## src/sv/fir_decimator_by_two_macros.svh

```systemverilog
// ----------------------------------------------------------------------------
// Assertion macros for the decimating FIR filter
// Immediate-consequence and next-cycle checks, clocked on clk, off in reset.
// ----------------------------------------------------------------------------
`ifndef FIR_DECIMATOR_BY_TWO_MACROS_SVH
`define FIR_DECIMATOR_BY_TWO_MACROS_SVH

`ifndef SYNTHESIS
`define FDB_ASSERT_IMPLY(label, ante, cons, msg) \
	label: assert property (@(posedge clk) disable iff (!arst_n) (ante) |-> (cons)) \
		else $error(msg);
`define FDB_ASSERT_NEXT(label, ante, cons, msg) \
	label: assert property (@(posedge clk) disable iff (!arst_n) (ante) |=> (cons)) \
		else $error(msg);
`else
`define FDB_ASSERT_IMPLY(label, ante, cons, msg)
`define FDB_ASSERT_NEXT(label, ante, cons, msg)
`endif

`endif

```

## src/sv/fdb_pkg.sv

```systemverilog
// ----------------------------------------------------------------------------
// Decimating FIR package
// Coefficient table, fixed-point constants and the controller state type.
// ----------------------------------------------------------------------------
package fdb_pkg;

	localparam int COEF_BITS = 16;
	localparam int FRAC_BITS = 15;
	localparam int BASE_TAPS = 32;
	localparam int BASE_IDX_W = 5;

	typedef logic signed [COEF_BITS-1:0] coef_t;

	localparam coef_t BASE_COEFS [BASE_TAPS] = '{
		-16'sd476, -16'sd509, 16'sd546, 16'sd590, -16'sd641, -16'sd702, 16'sd776, 16'sd868,
		-16'sd983, -16'sd1135, 16'sd1341, 16'sd1639, -16'sd2107, -16'sd2950, 16'sd4917,
		16'sd14751, 16'sd14751, 16'sd4917, -16'sd2950, -16'sd2107, 16'sd1639, 16'sd1341,
		-16'sd1135, -16'sd983, 16'sd868, 16'sd776, -16'sd702, -16'sd641, 16'sd590, 16'sd546,
		-16'sd509, -16'sd476
	};

	typedef enum logic [3:0] {
		ST_IDLE  = 4'b0001,
		ST_MAC   = 4'b0010,
		ST_DRAIN = 4'b0100,
		ST_EMIT  = 4'b1000
	} fdb_state_t;

endpackage

```

## src/sv/fdb_sample_if.sv

```systemverilog
// ----------------------------------------------------------------------------
// Input sample channel
// Valid/ready stream that carries one signed sample per beat.
// ----------------------------------------------------------------------------
interface fdb_sample_if #(
	parameter int W = 16
);
	logic                valid;
	logic                ready;
	logic signed [W-1:0] sample;

	modport source (output valid, output sample, input ready);
	modport sink (input valid, input sample, output ready);
endinterface

```

## src/sv/fdb_result_if.sv

```systemverilog
// ----------------------------------------------------------------------------
// Filtered output channel
// Valid/ready stream that carries one decimated filter output per beat.
// ----------------------------------------------------------------------------
interface fdb_result_if #(
	parameter int W = 16
);
	logic                valid;
	logic                ready;
	logic signed [W-1:0] filtered_sample;

	modport source (output valid, output filtered_sample, input ready);
	modport sink (input valid, input filtered_sample, output ready);
endinterface

```

## src/sv/fir_decimator_by_two.sv

```systemverilog
// ----------------------------------------------------------------------------
// FIR low-pass decimator by two
// Delay line in a circular single-port-read memory, one shared multiply-add.
// ----------------------------------------------------------------------------
// Every input beat writes one sample into the delay-line memory.
// Odd-numbered beats end there and produce nothing. Even-numbered beats (the
// first after reset included) then read the TAPS newest samples one per cycle
// through the memory read port into a pipelined multiply-accumulate; the block
// takes no new sample until that pass has drained and its result is in the
// output register. The finished output sits in that register, so new samples
// are taken while it waits on the sink. Entries not yet written read as zero
// through a fill count; the stream tail is flushed by feeding zero samples.
`include "fir_decimator_by_two_macros.svh"

module fir_decimator_by_two
	import fdb_pkg::*;
#(
	parameter int TAPS        = 32,
	parameter int SAMPLE_BITS = 16
) (
	input logic          clk,
	input logic          arst_n,
	fdb_sample_if.sink   samples,
	fdb_result_if.source results
);

	localparam int AW     = $clog2(TAPS);
	localparam int CW0    = $clog2(TAPS + 1);
	localparam int JW     = (CW0 > BASE_IDX_W) ? CW0 : BASE_IDX_W;
	localparam int PW     = SAMPLE_BITS + COEF_BITS;
	localparam int ACC_W  = PW + AW + 1;

	localparam logic [AW-1:0]   LAST_ADDR = AW'(TAPS - 1);
	localparam logic [JW-1:0]   LAST_TAP  = JW'(TAPS - 1);
	localparam logic [JW-1:0]   FULL      = JW'(TAPS);
	localparam logic signed [ACC_W-1:0] HALF_LSB = ACC_W'(1) <<< (FRAC_BITS - 1);
	localparam logic signed [ACC_W-1:0] SAT_HI   = (ACC_W'(1) <<< (SAMPLE_BITS - 1)) - ACC_W'(1);
	localparam logic signed [ACC_W-1:0] SAT_LO   = -SAT_HI - ACC_W'(1);

	logic [SAMPLE_BITS-1:0] mem [TAPS];

	fdb_state_t state_q;
	logic                  phase_q;
	logic [AW-1:0]         wp_q;
	logic [AW-1:0]         rp_q;
	logic [JW-1:0]         j_q;
	logic [JW-1:0]         fill_q;

	logic                          v_s1;
	logic                          ok_s1;
	logic signed [SAMPLE_BITS-1:0] rd_s1;
	coef_t                         coef_s1;
	logic                          v_s2;
	logic signed [PW-1:0]          prod_s2;
	logic signed [ACC_W-1:0]       acc_q;

	logic                          out_valid_q;
	logic signed [SAMPLE_BITS-1:0] out_data_q;

	logic                    in_beat;
	logic                    issue;
	logic                    out_free;
	logic signed [ACC_W-1:0] rounded;
	logic signed [ACC_W-1:0] clamped;

	assign samples.ready           = (state_q == ST_IDLE);
	assign in_beat                 = samples.valid && samples.ready;
	assign issue                   = (state_q == ST_MAC);
	assign out_free                = !out_valid_q || results.ready;
	assign results.valid           = out_valid_q;
	assign results.filtered_sample = out_data_q;

	always_comb begin
		rounded = (acc_q + HALF_LSB) >>> FRAC_BITS;
		if (rounded > SAT_HI) begin
			clamped = SAT_HI;
		end else if (rounded < SAT_LO) begin
			clamped = SAT_LO;
		end else begin
			clamped = rounded;
		end
	end

	always_ff @(posedge clk) begin
		if (in_beat) begin
			mem[wp_q] <= samples.sample;
		end
		if (issue) begin
			rd_s1 <= mem[rp_q];
		end
	end

	always_ff @(posedge clk) begin
		if (issue) begin
			coef_s1 <= (j_q < BASE_TAPS) ? BASE_COEFS[j_q[BASE_IDX_W-1:0]] : '0;
			ok_s1   <= (j_q < fill_q);
		end
		if (v_s1) begin
			if (ok_s1) begin
				prod_s2 <= rd_s1 * coef_s1;
			end else begin
				prod_s2 <= '0;
			end
		end
		if (state_q == ST_EMIT && out_free) begin
			out_data_q <= clamped[SAMPLE_BITS-1:0];
		end
	end

	always_ff @(posedge clk or negedge arst_n) begin
		if (!arst_n) begin
			state_q     <= ST_IDLE;
			phase_q     <= 1'b0;
			wp_q        <= '0;
			rp_q        <= '0;
			j_q         <= '0;
			fill_q      <= '0;
			v_s1        <= 1'b0;
			v_s2        <= 1'b0;
			acc_q       <= '0;
			out_valid_q <= 1'b0;
		end else begin
			v_s1 <= issue;
			v_s2 <= v_s1;
			if (v_s2) begin
				acc_q <= acc_q + ACC_W'(prod_s2);
			end
			if (state_q == ST_EMIT && out_free) begin
				out_valid_q <= 1'b1;
			end else if (results.ready) begin
				out_valid_q <= 1'b0;
			end
			unique case (state_q)
				ST_IDLE: begin
					if (in_beat) begin
						wp_q    <= (wp_q == LAST_ADDR) ? '0 : wp_q + AW'(1);
						fill_q  <= (fill_q == FULL) ? fill_q : fill_q + JW'(1);
						phase_q <= !phase_q;
						if (!phase_q) begin
							rp_q    <= wp_q;
							j_q     <= '0;
							acc_q   <= '0;
							state_q <= ST_MAC;
						end
					end
				end
				ST_MAC: begin
					rp_q <= (rp_q == '0) ? LAST_ADDR : rp_q - AW'(1);
					j_q  <= j_q + JW'(1);
					if (j_q == LAST_TAP) begin
						state_q <= ST_DRAIN;
					end
				end
				ST_DRAIN: begin
					if (!v_s1 && !v_s2) begin
						state_q <= ST_EMIT;
					end
				end
				ST_EMIT: begin
					if (out_free) begin
						state_q <= ST_IDLE;
					end
				end
				default: begin
					state_q <= ST_IDLE;
				end
			endcase
		end
	end

	`FDB_ASSERT_IMPLY(a_emit_after_drain, state_q == ST_EMIT, !v_s1 && !v_s2,
		"Output formed while the multiply-accumulate pipeline still holds taps.")
	`FDB_ASSERT_IMPLY(a_fill_bound, 1'b1, fill_q <= FULL,
		"Fill count ran past the delay-line length.")
	`FDB_ASSERT_NEXT(a_even_starts_mac, in_beat && !phase_q, state_q == ST_MAC,
		"An even-numbered beat did not start a filter pass.")
	`FDB_ASSERT_IMPLY(a_valid_from_emit, $rose(out_valid_q), $past(state_q == ST_EMIT),
		"Output became valid without a finished filter pass.")

endmodule
```

## src/flat_wrapper.sv

```systemverilog
// flat-port wrapper written by rule: the top's interface ports become plain ports
module fir_decimator_by_two_flat import fdb_pkg::*;
#(
	parameter int TAPS        = 32,
	parameter int SAMPLE_BITS = 16
)
  (clk, arst_n, samples_valid, samples_sample, samples_ready, results_valid, results_filtered_sample, results_ready);
  fdb_sample_if samples_i ();
  fdb_result_if results_i ();
  input logic clk;
  input logic arst_n;
  input wire logic [$bits(samples_i.valid)-1:0] samples_valid;
  input wire logic [$bits(samples_i.sample)-1:0] samples_sample;
  output wire logic [$bits(samples_i.ready)-1:0] samples_ready;
  output wire logic [$bits(results_i.valid)-1:0] results_valid;
  output wire logic [$bits(results_i.filtered_sample)-1:0] results_filtered_sample;
  input wire logic [$bits(results_i.ready)-1:0] results_ready;
  assign samples_i.valid = samples_valid;
  assign samples_i.sample = samples_sample;
  assign samples_ready = samples_i.ready;
  assign results_valid = results_i.valid;
  assign results_filtered_sample = results_i.filtered_sample;
  assign results_i.ready = results_ready;
  fir_decimator_by_two #(.TAPS(TAPS), .SAMPLE_BITS(SAMPLE_BITS)) u_core (.clk(clk), .arst_n(arst_n), .samples(samples_i), .results(results_i));
endmodule
```

## config.mk

```make
export PLATFORM = sky130hd
export DESIGN_NAME = fir_decimator_by_two_flat
export DESIGN_NICKNAME = d
export VERILOG_FILES = /design/src/sv/fdb_pkg.sv /design/src/sv/fdb_sample_if.sv /design/src/sv/fdb_result_if.sv /design/src/sv/fir_decimator_by_two.sv /design/src/flat_wrapper.sv
export VERILOG_INCLUDE_DIRS = /design/src /design/src/sv
export SDC_FILE = /design/constraint.sdc
export NUM_CORES = 2
export LEC_CHECK = 0
export ABC_CLOCK_PERIOD_IN_PS = 16800
export CAP_MARGIN = 30
export CORE_MARGIN = 10
export CORE_UTILIZATION = 40
export DETAILED_ROUTE_END_ITERATION = 10
export DONT_BUFFER_PORTS = 1
export PLACE_DENSITY = 0.53
export SYNTH_ARGS = -nofsm -noshare
export SYNTH_HDL_FRONTEND = slang
export SYNTH_SLANG_ARGS = --single-unit
```

## constraint.sdc

```tcl
create_clock -name clk -period 16.8 [get_ports clk]
set_clock_uncertainty 0.05 [all_clocks]
set_input_delay 0.84 -clock clk [delete_from_list [all_inputs] [get_ports clk]]
set_output_delay 0.84 -clock clk [all_outputs]
set_load 0.05 [all_outputs]
```

==> flow_summary_export.csv <==
group,metric,value,unit
status,outcome,"complete, no violations",
yosys,synth_edf_count,592,
sta,hold_viol,0,
yosys,netlist_instances,2815,
setup_path,rr_startpoint,"u_core.coef_s1[4]",
yosys,yosysWarnings,0,
finish,syn2layout_area_growth,10.7,%
sta,fin_crit,6640,ps
yosys,yosys.area_share.simple,9.14,%
sta,tns,0,ps
setup_path,critPathBufInv,2,
sta,slew_viol_final,0,
yosys,ys.flop_type,"edfxtp_1",
sta,tightest_slew,951,ps
sta,hold_slack,85.7,ps
floorplan,die_h,330,microns
sta,fmax,0.151,GHz
run,cap_violations,0,
setup_path,worstSetupStartpointType,"register",
detailed_routing,wl_per_cell,22.1,microns
yosys,muxShareOfSynthArea,10.1,%
cts,htreeDepth,3,
cts,cts_max_path_buffers,3,
global_routing,grt_overflow,0,
detailed_routing,drt_wl_total,91.6,mm
detailed_routing,top_layer_used,"met4",
setup_path,crit_arrival,6960,ps
sta,rsz0062_at_grt,"false",
detailed_routing,drt_pass1_iterations,5,
place,dp_hpwl,61.1,mm
cts,cts_resized,0,
sta,fin_ws,10160,ps
yosys,synth_xor_area_share,1.80,%
detailed_routing,drc,0,
cts,numCtsBuffers,75,
setup_path,end_kind,"register",
floorplan,ioPinCount,38,
place,portBuffers,0,
yosys,synth_top_family_by_area,"adder cells",
sta,min_period_over_period,39.5,%
global_routing,grt_usage,17.0,%
detailed_routing,post_drt_via_cell_ratio,5.34,
floorplan,std_cell_rows,113,
cts,clkLatencyLatePin,630,ps
yosys,yosys-top-cells-area,"edfxtp_1 (46%), fa_1 (14%), mux4_2 (9.4%)",
setup_path,cpMostUsedCell,"fa_1",
yosys,syn_area_per_cell,13.6,sq um
setup_path,crit_cells,19,
yosys,yosysSeqAreaShare,50.8,%
global_routing,first_global_vias,23900,
setup_path,r2r_cells,19,
place,placed_area,0.0400,sq mm
floorplan,die_area,0.109,sq mm
cts,root_buffer,"clkbuf_16",
setup_path,r2r_slack,10160,ps
detailed_routing,first_iter_violations,1475,
yosys,syn_area,0.0384,sq mm
setup_path,slowest_stage,"edfxtp_1",
setup_path,cp_max_fo,16,
yosys,synth_fa_ha_area_share,18.4,%
detailed_routing,antenna_left,0,
floorplan,fp.coreArea,0.0952,sq mm
floorplan,start_util,40.3,%
place,pre_cts_ws,10150,ps
setup_path,worstSetupPathType,"register to register",
finish,layout_common_cells,"edfxtp_1 (592), inv_1 (325), fa_1 (264)",
place,gp_congestion,0.859,
yosys,synthArstFlopShare,10.3,%
yosys,synth_top_area_share,46.3,%
finish,layout.nets,3252,
cts,clock-sinks,660,
setup_path,crit_path_cell_trace,"and2_1 -> fa_1 -> inv_1 -> fa_1 -> fa_1 -> fa_1 -> inv_1 -> fa_1 -> fa_1 -> ha_1 -> and2_1 -> a32o_1 -> a31oi_1 -> a31oi_1 -> a21boi_1 -> o21bai_1 -> a21o_1 -> a211o_1 -> and3_1",
floorplan,fp.dieW,330,microns
finish,fillCellCount,8629,
finish,finish.instance_area,0.0425,sq mm
finish,antenna_cells,0,
finish,layout-drive-gt1-share,12.5,%
detailed_routing,wl_met3,3.39,mm
detailed_routing,wl_met1,37.7,mm
sta,maxSlewHeadroom,36.6,%
detailed_routing,met2_length,47.9,mm
sta,setup_violations,0,
cts,path_clk_slew,60,ps
finish,final_common_cell,"edfxtp_1",
cts,cts_tree,"yes",
yosys,synth_nets,3240,
global_routing,antenna_found_initial,1,
setup_path,required,17120,ps
min_path,hp-class,"input pin to asynchronous set/reset pin",
setup_path,r2r-end,"u_core.prod_s2[21]",
detailed_routing,dr_total_vias,22200,
setup_path,crit_path_max_incr_delay,630,ps
yosys,synth_compound_gate_area_share,5.46,%
yosys,ys_seq_elements,660,
global_routing,grt_max_degree,68,
cts,cts_setup_buffers,0,
global_routing,grt_pass1_wl,142,mm
yosys,yosysUniqueCellTypes,85,
yosys,yosys.area.top_type,"edfxtp_1",
setup_path,critPathTopFamily,"adder cells",
-- state kept, by name (all words and copies together), names as in the netlist --
name and flops:
u_core.wp_q 5, u_core.coef_s1 15, u_core.acc_q 38, u_core.rp_q 5, u_core.prod_s2 32, u_core.j_q 6, u_core.ok_s1 1, u_core.state_q 4
u_core.v_s2 1, u_core.v_s1 1, u_core.phase_q 1, u_core.rd_s1 16, u_core.fill_q 6, u_core.mem 512, u_core.results.valid 1, u_core.results.filtered_sample 16
-- per-stage QoR --
| stage | utilization, % | std cells |
|---|---|---|
| after detailed placement | 42.0 | 4012 |
| final | 44.6 | 4152 |
| after CTS | 44.6 | 4151 |
| after global placement | 42.0 | 4010 |
| after floorplan | - | 2815 |
| after global routing | 44.6 | 4152 |
-- cell families (layout without fill, tap and decap cells) --
group           after synthesis  in the layout
simple gates                712            712
flops                       660            660
buf+inv                     445            517
fa+ha+maj                   405            405
compound gates              327            327
mux                         187            187
xor+xnor                     79             79
-- final cells by class --
type / instances / area (sq um) / share of cell area, %
Multi-Input combinational cell: 1710 / 17300 / 40.6
Timing Repair Buffer: 54 / 455 / 1.07
Inverter: 326 / 1220 / 2.88
Clock buffer: 97 / 2050 / 4.83
Sequential cell: 660 / 19500 / 45.9
Tap cell: 1265 / 1580 / 3.73
Clock inverter: 40 / 403 / 0.949
-- repair_timing --
action	CTS	global route
hold buffers	2	0
hold endpoints to repair	67	0
setup endpoints to repair	0	0
-- worst max path at each step --
stage / start / endpoint / slack (ps)
global route: u_core.rd_s1[10] / u_core.prod_s2[31] / 9930
global placement: u_core.coef_s1[1] / u_core.prod_s2[21] / 10190
detailed placement: u_core.coef_s1[4] / u_core.prod_s2[21] / 10150
CTS: u_core.coef_s1[4] / u_core.prod_s2[21] / 10130
floorplan: u_core.rd_s1[10] / u_core.prod_s2[21] / 10680
finish: u_core.coef_s1[4] / u_core.prod_s2[21] / 10160
-- synthesized netlist by cell type (6+ instances only) --
cell,n
a211oi_1,17
ha_1,141
and2_1,129
nand4_1,7
nor2_1,153
xor2_1,27
a21oi_1,91
and3_1,22
buf_2,8
a21o_1,34
nand2b_1,13
edfxtp_1,592
o21a_1,6
o211ai_1,7
o21bai_1,11
buf_1,19
o21ai_0,86
inv_1,325
clkbuf_1,91
nor3_1,29
or3_1,7
nand3b_1,14
mux4_2,160
mux2i_1,27
nand2_1,243
dfrtp_1,67
xnor2_1,52
a31oi_1,13
nand3_1,39
fa_1,264
nor3b_1,13
nor2b_1,11
-- per-layer routing --
layer  up-vias  track usage (%)
met1     11600             20.8
met4         0             5.28
met5         -                0
met2       440             30.7
li1      10000                -
met3       149             2.70
Power is not shown: default switching activity piles up to over one toggle a cycle in this logic, so the estimate is an artifact.
